## src/hdl/dlms_pkg.sv

```systemverilog
`timescale 1ns / 1ps
`default_nettype none
// ----------------------------------------------------------------------------
// dlms_pkg
// Shared constants, types and helpers for the digit / LED / dot-matrix scanner.
// ----------------------------------------------------------------------------
package dlms_pkg;

  // Sizing
  localparam int IMAGE_DEPTH = 64;   // 16 .. 256
  localparam int DIGIT_COUNT = 6;    // 1 .. 7
  localparam int IMG_AW      = $clog2(IMAGE_DEPTH);
  localparam int BCD_W       = 4 * DIGIT_COUNT;
  localparam int SUM_W       = 9;    // holds offset + row and any depth up to 256

  localparam logic [2:0]       DIGIT_LAST = 3'(DIGIT_COUNT);
  localparam logic [SUM_W-1:0] DEPTH_S    = SUM_W'(IMAGE_DEPTH);

  // Field widths
  localparam int OP_W    = 2;
  localparam int ADDR_W  = 6;
  localparam int BYTE_W  = 8;
  localparam int TPS_W   = 10;
  localparam int RPS_W   = 6;
  localparam int SCR_W   = 6;
  localparam int LINE_W  = 3;

  // Opcodes
  localparam logic [OP_W-1:0] OP_FAST  = 2'd0;
  localparam logic [OP_W-1:0] OP_SLOW  = 2'd1;
  localparam logic [OP_W-1:0] OP_WRITE = 2'd2;

  // Bank select codes
  localparam logic BANK_MATRIX = 1'b0;
  localparam logic BANK_DIGIT  = 1'b1;

  // Configuration port
  localparam int PADDR_W = 4;
  localparam int PDATA_W = 32;
  localparam logic [1:0] REG_TICKS_PER_SEC  = 2'd0;
  localparam logic [1:0] REG_REFRESH_PER_SC = 2'd1;
  localparam logic [1:0] REG_SCROLL_POS     = 2'd2;

  localparam logic [TPS_W-1:0] TPS_RESET = 10'd1000;
  localparam logic [RPS_W-1:0] RPS_RESET = 6'd50;
  localparam logic [SCR_W-1:0] SCR_RESET = 6'd32;

  localparam logic [BYTE_W-1:0] BLANK = 8'hFF;

  typedef struct packed {
    logic              bank;
    logic [LINE_W-1:0] line;
    logic [BYTE_W-1:0] pattern;
  } line_res_t;

  // Common-anode seven-segment code; out-of-range digits show as nine
  function automatic logic [BYTE_W-1:0] seg_code(input logic [3:0] d);
    logic [BYTE_W-1:0] c;
    case (d)
      4'd0:    c = 8'hC0;
      4'd1:    c = 8'hF9;
      4'd2:    c = 8'hA4;
      4'd3:    c = 8'hB0;
      4'd4:    c = 8'h99;
      4'd5:    c = 8'h92;
      4'd6:    c = 8'h82;
      4'd7:    c = 8'hF8;
      4'd8:    c = 8'h80;
      default: c = 8'h90;
    endcase
    return c;
  endfunction

endpackage : dlms_pkg
`default_nettype wire

```

## src/hdl/dlms_image_ram.sv

```systemverilog
`timescale 1ns / 1ps
`default_nettype none
// ----------------------------------------------------------------------------
// dlms_image_ram
// Dot-matrix image store: one write port, one registered read port.
// Entries never written read back as all ones.
// ----------------------------------------------------------------------------
module dlms_image_ram (
  input  wire logic                        clk,
  input  wire logic                        rst_n,
  input  wire logic                        wr_en,
  input  wire logic [dlms_pkg::IMG_AW-1:0] wr_addr,
  input  wire logic [dlms_pkg::BYTE_W-1:0] wr_data,
  input  wire logic                        rd_en,
  input  wire logic [dlms_pkg::IMG_AW-1:0] rd_addr,
  output logic      [dlms_pkg::BYTE_W-1:0] rd_data
);
  import dlms_pkg::*;

  logic [BYTE_W-1:0]      img_mem_r [IMAGE_DEPTH];
  logic [IMAGE_DEPTH-1:0] vld_r;
  logic [BYTE_W-1:0]      rdata_r;
  logic                   rvld_r;

  always_ff @(posedge clk) begin
    if (wr_en) begin
      img_mem_r[wr_addr] <= wr_data;
    end
    if (rd_en) begin
      rdata_r <= img_mem_r[rd_addr];
    end
  end

  always_ff @(posedge clk) begin
    if (!rst_n) begin
      vld_r  <= '0;
      rvld_r <= 1'b0;
    end else begin
      if (wr_en) begin
        vld_r[wr_addr] <= 1'b1;
      end
      if (rd_en) begin
        rvld_r <= vld_r[rd_addr];
      end
    end
  end

  assign rd_data = rvld_r ? rdata_r : BLANK;

endmodule : dlms_image_ram
`default_nettype wire

```

## src/hdl/dlms_digit_scan.sv

```systemverilog
`timescale 1ns / 1ps
`default_nettype none
// ----------------------------------------------------------------------------
// dlms_digit_scan
// Digit/LED bank: line scan, seconds prescaler, BCD count and running light.
// The line for a tick is taken from the state before that tick.
// ----------------------------------------------------------------------------
module dlms_digit_scan (
  input  wire logic                       clk,
  input  wire logic                       rst_n,
  input  wire logic                       tick,
  input  wire logic [dlms_pkg::TPS_W-1:0] ticks_per_sec,
  output dlms_pkg::line_res_t             res
);
  import dlms_pkg::*;

  logic [LINE_W-1:0] digit_line_r, digit_line_nxt;
  logic [TPS_W-1:0]  tick_count_r, tick_count_nxt;
  logic [BCD_W-1:0]  seconds_bcd_r, seconds_bcd_nxt;
  logic              digits_shown_r;
  logic [BYTE_W-1:0] led_byte_r;
  logic [2:0]        led_next_r;

  logic [TPS_W-1:0]  tick_inc;
  logic              sec_hit;
  logic [BYTE_W-1:0] digit_pat;
  logic [3:0]        dig;
  logic              carry;

  // Prescaler; a zero period wraps at the counter width
  always_comb begin
    tick_inc       = tick_count_r + TPS_W'(1);
    sec_hit        = (ticks_per_sec == '0) ? (tick_inc == '0) : (tick_inc >= ticks_per_sec);
    tick_count_nxt = sec_hit ? '0 : tick_inc;
  end

  // BCD ripple increment
  always_comb begin
    seconds_bcd_nxt = '0;
    carry           = 1'b1;
    for (int k = 0; k < DIGIT_COUNT; k++) begin
      dig = seconds_bcd_r[4*k +: 4] + {3'b000, carry};
      if (dig >= 4'd10) begin
        dig   = 4'd0;
        carry = 1'b1;
      end else begin
        carry = 1'b0;
      end
      seconds_bcd_nxt[4*k +: 4] = dig;
    end
  end

  always_comb begin
    digit_pat = BLANK;
    for (int k = 0; k < DIGIT_COUNT; k++) begin
      if (digit_line_r == LINE_W'(k)) begin
        digit_pat = seg_code(seconds_bcd_r[4*k +: 4]);
      end
    end
  end

  always_comb begin
    digit_line_nxt = (digit_line_r >= DIGIT_LAST) ? '0 : digit_line_r + LINE_W'(1);
    res.bank       = BANK_DIGIT;
    res.line       = digit_line_r;
    if (digit_line_r >= DIGIT_LAST) begin
      res.pattern = led_byte_r;
    end else if (digits_shown_r) begin
      res.pattern = digit_pat;
    end else begin
      res.pattern = BLANK;
    end
  end

  always_ff @(posedge clk) begin
    if (!rst_n) begin
      digit_line_r   <= '0;
      tick_count_r   <= '0;
      seconds_bcd_r  <= '0;
      digits_shown_r <= 1'b0;
      led_byte_r     <= BLANK;
      led_next_r     <= '0;
    end else if (tick) begin
      digit_line_r <= digit_line_nxt;
      tick_count_r <= tick_count_nxt;
      if (sec_hit) begin
        seconds_bcd_r  <= seconds_bcd_nxt;
        digits_shown_r <= 1'b1;
        led_byte_r     <= ~(BYTE_W'(1) << led_next_r);
        led_next_r     <= led_next_r + 3'd1;
      end
    end
  end

endmodule : dlms_digit_scan
`default_nettype wire

```

## src/hdl/dlms_matrix_scan.sv

```systemverilog
`timescale 1ns / 1ps
`default_nettype none
// ----------------------------------------------------------------------------
// dlms_matrix_scan
// Dot-matrix row scan and scroll window; forms the image read address.
// ----------------------------------------------------------------------------
module dlms_matrix_scan (
  input  wire logic                        clk,
  input  wire logic                        rst_n,
  input  wire logic                        tick,
  input  wire logic [dlms_pkg::RPS_W-1:0]  refreshes_per_scroll,
  input  wire logic [dlms_pkg::SCR_W-1:0]  scroll_positions,
  output logic      [dlms_pkg::LINE_W-1:0] row,
  output logic      [dlms_pkg::IMG_AW-1:0] rd_addr
);
  import dlms_pkg::*;

  logic [LINE_W-1:0] row_r;
  logic [SCR_W-1:0]  scroll_r, scroll_nxt;
  logic [RPS_W-1:0]  refresh_r, refresh_nxt;

  logic [RPS_W-1:0]  ref_inc;
  logic              ref_hit;
  logic [SCR_W-1:0]  scr_inc;
  logic              scr_hit;
  logic [SUM_W-1:0]  addr_sum;

  always_comb begin
    ref_inc     = refresh_r + RPS_W'(1);
    ref_hit     = (refreshes_per_scroll == '0) ? (ref_inc == '0)
                                               : (ref_inc >= refreshes_per_scroll);
    refresh_nxt = ref_hit ? '0 : ref_inc;

    scr_inc = scroll_r + SCR_W'(1);
    scr_hit = (scroll_positions == '0) ? (scr_inc == '0) : (scr_inc >= scroll_positions);
    if (ref_hit) begin
      scroll_nxt = scr_hit ? '0 : scr_inc;
    end else begin
      scroll_nxt = scroll_r;
    end
  end

  // Window wraps around the image depth; a few compare-subtract steps suffice
  always_comb begin
    addr_sum = SUM_W'(scroll_r) + SUM_W'(row_r);
    for (int k = 0; k < 5; k++) begin
      if (addr_sum >= DEPTH_S) begin
        addr_sum = addr_sum - DEPTH_S;
      end
    end
  end

  assign row     = row_r;
  assign rd_addr = IMG_AW'(addr_sum);

  always_ff @(posedge clk) begin
    if (!rst_n) begin
      row_r     <= '0;
      scroll_r  <= '0;
      refresh_r <= '0;
    end else if (tick) begin
      row_r     <= row_r + LINE_W'(1);
      scroll_r  <= scroll_nxt;
      refresh_r <= refresh_nxt;
    end
  end

endmodule : dlms_matrix_scan
`default_nettype wire

```

## src/hdl/digit_led_matrix_scan_controller.sv

```systemverilog
`timescale 1ns / 1ps
`default_nettype none
// ----------------------------------------------------------------------------
// digit_led_matrix_scan_controller
// Scan controller for a six-digit seven-segment display, an LED row and an
// 8-row dot matrix whose image window scrolls.
// ----------------------------------------------------------------------------
// Pipeline: an accepted request goes through the image read stage (stage 1), then
//   the output register, which offers its result.
// Throughput: one request per cycle; a request waits only while stage 1 holds a line
//   behind a stalled output register.
// Reset: synchronous, active low; clears counters, registers to their defaults and the
//   image valid bits at once, so the image reads as all ones with no clearing pass.
module digit_led_matrix_scan_controller (
  input  wire logic                         clk,
  input  wire logic                         rst_n,
  // request channel
  input  wire logic                         in_valid,
  output logic                              in_stall,
  input  wire logic [dlms_pkg::OP_W-1:0]    in_opcode,
  input  wire logic [dlms_pkg::ADDR_W-1:0]  in_image_address,
  input  wire logic [dlms_pkg::BYTE_W-1:0]  in_image_data,
  // result channel
  output logic                              out_valid,
  input  wire logic                         out_stall,
  output logic                              out_bank_select,
  output logic      [dlms_pkg::LINE_W-1:0]  out_line_select,
  output logic      [dlms_pkg::BYTE_W-1:0]  out_pattern,
  // configuration
  input  wire logic                         cfg_psel,
  input  wire logic                         cfg_penable,
  input  wire logic                         cfg_pwrite,
  input  wire logic [dlms_pkg::PADDR_W-1:0] cfg_paddr,
  input  wire logic [dlms_pkg::PDATA_W-1:0] cfg_pwdata,
  output logic      [dlms_pkg::PDATA_W-1:0] cfg_prdata,
  output logic                              cfg_pready
);
  import dlms_pkg::*;

  logic [TPS_W-1:0] tps_r;
  logic [RPS_W-1:0] rps_r;
  logic [SCR_W-1:0] scr_r;
  logic             cfg_wr;

  logic             accept, fast_tick, slow_tick, img_wr;
  logic             out_free, s1_move;

  line_res_t        digit_res;
  logic [LINE_W-1:0] mx_row;
  logic [IMG_AW-1:0] mx_addr;
  logic [BYTE_W-1:0] img_rdata;

  logic              s1_valid_r;
  logic              s1_mem_r;
  line_res_t         s1_res_r;
  logic              out_valid_r;
  line_res_t         out_res_r;

  // Configuration registers
  assign cfg_pready = 1'b1;
  assign cfg_wr     = cfg_psel & cfg_penable & cfg_pwrite & cfg_pready;

  always_ff @(posedge clk) begin
    if (!rst_n) begin
      tps_r <= TPS_RESET;
      rps_r <= RPS_RESET;
      scr_r <= SCR_RESET;
    end else if (cfg_wr) begin
      case (cfg_paddr[3:2])
        REG_TICKS_PER_SEC:  tps_r <= cfg_pwdata[TPS_W-1:0];
        REG_REFRESH_PER_SC: rps_r <= cfg_pwdata[RPS_W-1:0];
        REG_SCROLL_POS:     scr_r <= cfg_pwdata[SCR_W-1:0];
        default: ;
      endcase
    end
  end

  always_comb begin
    case (cfg_paddr[3:2])
      REG_TICKS_PER_SEC:  cfg_prdata = PDATA_W'(tps_r);
      REG_REFRESH_PER_SC: cfg_prdata = PDATA_W'(rps_r);
      REG_SCROLL_POS:     cfg_prdata = PDATA_W'(scr_r);
      default:            cfg_prdata = '0;
    endcase
  end

  // Handshake: stage 1 moves whenever the output register is free or draining
  assign out_free  = !out_valid_r || !out_stall;
  assign s1_move   = s1_valid_r && out_free;
  assign in_stall  = s1_valid_r && !out_free;
  assign accept    = in_valid && !in_stall;
  assign fast_tick = accept && (in_opcode == OP_FAST);
  assign slow_tick = accept && (in_opcode == OP_SLOW);
  assign img_wr    = accept && (in_opcode == OP_WRITE) &&
                     (SUM_W'(in_image_address) < DEPTH_S);

  dlms_digit_scan u_digit (
    .clk           (clk),
    .rst_n         (rst_n),
    .tick          (fast_tick),
    .ticks_per_sec (tps_r),
    .res           (digit_res)
  );

  dlms_matrix_scan u_matrix (
    .clk                  (clk),
    .rst_n                (rst_n),
    .tick                 (slow_tick),
    .refreshes_per_scroll (rps_r),
    .scroll_positions     (scr_r),
    .row                  (mx_row),
    .rd_addr              (mx_addr)
  );

  // Read data holds until the next slow tick, which cannot be accepted while stage 1 stalls
  dlms_image_ram u_ram (
    .clk     (clk),
    .rst_n   (rst_n),
    .wr_en   (img_wr),
    .wr_addr (IMG_AW'(in_image_address)),
    .wr_data (in_image_data),
    .rd_en   (slow_tick),
    .rd_addr (mx_addr),
    .rd_data (img_rdata)
  );

  // Stage 1: waits for the image read
  always_ff @(posedge clk) begin
    if (!rst_n) begin
      s1_valid_r <= 1'b0;
    end else if (fast_tick || slow_tick) begin
      s1_valid_r <= 1'b1;
    end else if (s1_move) begin
      s1_valid_r <= 1'b0;
    end
  end

  always_ff @(posedge clk) begin
    if (fast_tick) begin
      s1_mem_r <= 1'b0;
      s1_res_r <= digit_res;
    end else if (slow_tick) begin
      s1_mem_r         <= 1'b1;
      s1_res_r.bank    <= BANK_MATRIX;
      s1_res_r.line    <= mx_row;
      s1_res_r.pattern <= BLANK;
    end
  end

  // Output register
  always_ff @(posedge clk) begin
    if (!rst_n) begin
      out_valid_r <= 1'b0;
    end else if (out_free) begin
      out_valid_r <= s1_valid_r;
    end
  end

  always_ff @(posedge clk) begin
    if (s1_move) begin
      out_res_r.bank    <= s1_res_r.bank;
      out_res_r.line    <= s1_res_r.line;
      out_res_r.pattern <= s1_mem_r ? img_rdata : s1_res_r.pattern;
    end
  end

  assign out_valid       = out_valid_r;
  assign out_bank_select = out_res_r.bank;
  assign out_line_select = out_res_r.line;
  assign out_pattern     = out_res_r.pattern;

endmodule : digit_led_matrix_scan_controller
`default_nettype wire

```

## config.mk

```make
export PLATFORM = sky130hd
export DESIGN_NAME = digit_led_matrix_scan_controller
export DESIGN_NICKNAME = d
export VERILOG_FILES = /design/src/hdl/dlms_pkg.sv /design/src/hdl/dlms_image_ram.sv /design/src/hdl/dlms_digit_scan.sv /design/src/hdl/dlms_matrix_scan.sv /design/src/hdl/digit_led_matrix_scan_controller.sv
export SDC_FILE = /design/constraint.sdc
export NUM_CORES = 1
export LEC_CHECK = 0
export CAP_MARGIN = 40
export CORE_MARGIN = 1
export CORE_UTILIZATION = 48
export CTS_CLUSTER_SIZE = 40
export DETAILED_ROUTE_END_ITERATION = 12
export DONT_BUFFER_PORTS = 1
export PLACE_DENSITY = 0.74
export REMOVE_ABC_BUFFERS = 1
export SLEW_MARGIN = 15
export SYNTH_ARGS = -nofsm -noshare
export SYNTH_HDL_FRONTEND = slang
export SYNTH_SLANG_ARGS = --single-unit
```

## constraint.sdc

```tcl
create_clock -name clk -period 17.4 [get_ports clk]
set_clock_uncertainty 0.15 [all_clocks]
set_input_delay 1.74 -clock clk [delete_from_list [all_inputs] [get_ports clk]]
set_output_delay 1.74 -clock clk [all_outputs]
set_load 0.005 [all_outputs]
```

==> results.yml <==
outcome:
  status: "completed"
pwr:
  clockPowerShare_pct: 45.4
  pwr-share-seq_pct: 52.1
  p_int_mw: 2.89
  ir_worst_vdd_mv: 0.0940
  swShare_pct: 20.7
  power_density_nw_per_um2: 105
  netSwitchingPower_mw: 0.757
  power.leakage_nw: 11.6
  comb_power_share_pct: 2.5
critical_path:
  endpoint_kind: "flop"
  cpPeakStageDelay_ns: 0.38
  critPathKind: "flop to flop"
  cp_top_family: "adder cells"
  crit_top_cell: "ha_1"
  critPathArrivalTime_ns: 7.30
  cp-start-kind: "flop"
  rr_worst_depth: 36
  cp_max_fo: 5
  worst_path_max_delay_cell: "dfxtp_1"
  cp_data_required_time_ns: 17.78
  critPathBufInv: 5
  rr_startpoint: "u_digit.seconds_bcd_r[1]"
  ff2ff_setup_slack_ns: 10.48
timing:
  slew_violations: 0
  tightest_slew_ns: 0.910
  tns_ns: 0
  fmax_mhz: 144
  fin_crit_ns: 6.92
  fin_ws_ns: 10.48
  setup_violations: 0
  whs_ns: 0.272
  finalHoldViolCount: 0
  slew-limit-headroom_pct: 39.1
  rsz0062_at_grt: "false"
  timing.final.crit_share_pct: 39.8
floorplan:
  rows: 92
  die_y_um: 256
  start_util_pct: 48.9
  coreArea_um2: 63500
  io_pins: 106
  die_x_um: 256
  dieArea_um2: 65700
yosys:
  synthCells: 2030
  avgSynthCellArea_um2: 15.3
  synth-seq-cells: 740
  synth_ff_type: "edfxtp_1"
  yosysUniqueCellTypes: 68
  ys_seq_area_share_pct: 65.2
  ys_warn_count: 0
  synthArstFlopShare_pct: 0
  synth_area_um2: 31000
  synth_edf_count: 543
drt:
  wl_per_cell_um: 23.7
  drt-total-wl_um: 70400
  route.detailed.drc: 0
  firstDrtPassIters: 6
  viasPerCell: 5.99
  drt_iter0_drc: 1844
  num_vias: 17780
  ant_nets: 0
global_route:
  track_usage_pct: 21.6
  antenna_found_initial: 0
  grt_pass1_wl_um: 108000
  overflow: 0
  grt_max_degree: 82
  grt_pass1_vias: 17766
cts:
  path_clk_slew_ns: 0.06
  cts.htree.levels: 3
  cts_tree: "done"
  hold_buffers: 0
  root_buffer: "clkbuf_16"
  clock_path_buffers: 3
  cts_made_buffers: 76
  clk_latency_ns: 0.63
  post_cts_resized: 0
  cts_setup_buffers: 0
  numClockSinks: 740
cells_and_area:
  fin_nets: 2202
  drive_gt1_share_pct: 17.7
  area_delta_synth_final_pct: 11.7
  nFillCells: 4921
  n_antenna_cell: 0
  fin_area_um2: 34700
place:
  pre_cts_ws_ns: 10.68
  place_congestion: 0.884
  port_buffers: 0
  dpl.hpwl_um: 43600
  place_area_um2: 31900
flow_run:
  cap_violations: 0
hold_path:
  min_from: "s1_res_r[10]"
  hold_path_depth: 0
  holdPathEnd: "out_line_select[2]"
  holdCritPathClass: "flop to flop"
[layer usage]
metal,GRT usage [%],routed length (um),vias up
met1,28.9,28100,9004
li1,-,-,7833
met4,6.35,1940,0
met3,4.25,5560,140
met5,0,0,-
met2,36.0,34900,803
[synthesized netlist by cell type (all sizes together) (10+ instances only)]
cell type | number | area, um^2
o22a | 11 | 96.3
mux4 | 189 | 4260
dfxtp | 197 | 3940
nand2 | 120 | 450
and3 | 12 | 75.1
clkbuf | 73 | 274
a22oi | 10 | 75.1
nor3 | 19 | 106
o211ai | 29 | 218
o22ai | 21 | 131
buf | 49 | 283
nor2 | 189 | 709
nand3 | 38 | 195
a21o | 12 | 90.1
o21a | 36 | 270
o21ai | 61 | 305
ha | 82 | 1030
a211oi | 10 | 75.1
inv | 78 | 293
nand3b | 21 | 158
xor2 | 13 | 114
xnor2 | 23 | 201
a21oi | 61 | 320
nand2b | 14 | 87.6
nor4 | 13 | 87.6
edfxtp | 543 | 16300
mux2i | 27 | 270
[power groups by stage]
stage                     Clock (mW)  Combinational, mW  Sequential, mW
after floorplan                    0             0.0736            1.94
after global placement             0             0.0889            1.94
after detailed placement           0             0.0916            1.94
after CTS                       1.67             0.0921            1.90
after global routing            1.74             0.0988            1.90
final                           1.66             0.0926            1.90
[worst max-delay path by stage]
stage,startpoint,to,cells past startpoint
after floorplan,u_matrix.scroll_r[0],u_ram.rvld_r,6
after global placement,u_digit.seconds_bcd_r[1],flop,37
after detailed placement,u_digit.seconds_bcd_r[1],flop,37
after CTS,u_digit.seconds_bcd_r[1],flop,37
after global routing,u_digit.seconds_bcd_r[1],flop,35
final,u_digit.seconds_bcd_r[1],flop,36
[cell families (layout without fill, tap and decap cells)]
kind of cell	count (synthesis)	count (layout)	share of synthesized area, %
compound gates	277	277	5.81
xor+xnor	36	36	1.02
fa+ha+maj	83	83	3.37
buf+inv	200	270	2.74
flops	740	740	65.2
mux	217	217	14.6
other cells	2	23	0.0242
simple gates	475	475	7.20
[sequential cells by signal, summed over array words and instances, names as in the netlist, 3 cells and up, named ones only]
register,flops
u_ram.img_mem_r,512
u_ram.vld_r,64
u_digit.seconds_bcd_r,24
s1_res_r,12
tps_r,10
u_digit.tick_count_r,10
out_pattern,8
u_digit.led_byte_r,8
u_ram.rdata_r,8
rps_r,6
scr_r,6
u_matrix.refresh_r,6
u_matrix.scroll_r,6
out_line_select,3
u_digit.digit_line_r,3
u_digit.led_next_r,3
u_matrix.row,3
[area by class of cell]
cell class	instances	area, um^2	area share (%)
Tap cell	846	1060	3.05
Timing Repair Buffer	53	453	1.31
Inverter	78	294	0.848
Clock inverter	44	490	1.41
Clock buffer	95	2060	5.93
Sequential cell	740	20200	58.4
Multi-Input combinational cell	1111	10100	29.0
[metrics by stage]
step | std cells | util, % | total power, mW
floorplan | 1929 | - | 2.01
CTS | 2947 | 54.3 | 3.66
global route | 2967 | 54.6 | 3.74
finish | 2967 | 54.6 | 3.65
detailed placement | 2808 | 50.3 | 2.03
global placement | 2793 | 50.1 | 2.03
[layout by cell type, fill, tap and decap left out, drive strengths merged, types with 36 or more instances in the layout]
cell type,n
a21oi,61
buf,53
clkbuf,95
dfxtp,197
edfxtp,543
ha,82
inv,81
mux4,189
nand2,120
nand3,38
nor2,189
o21a,36
o21ai,61
(Power assumes the default switching activity.)
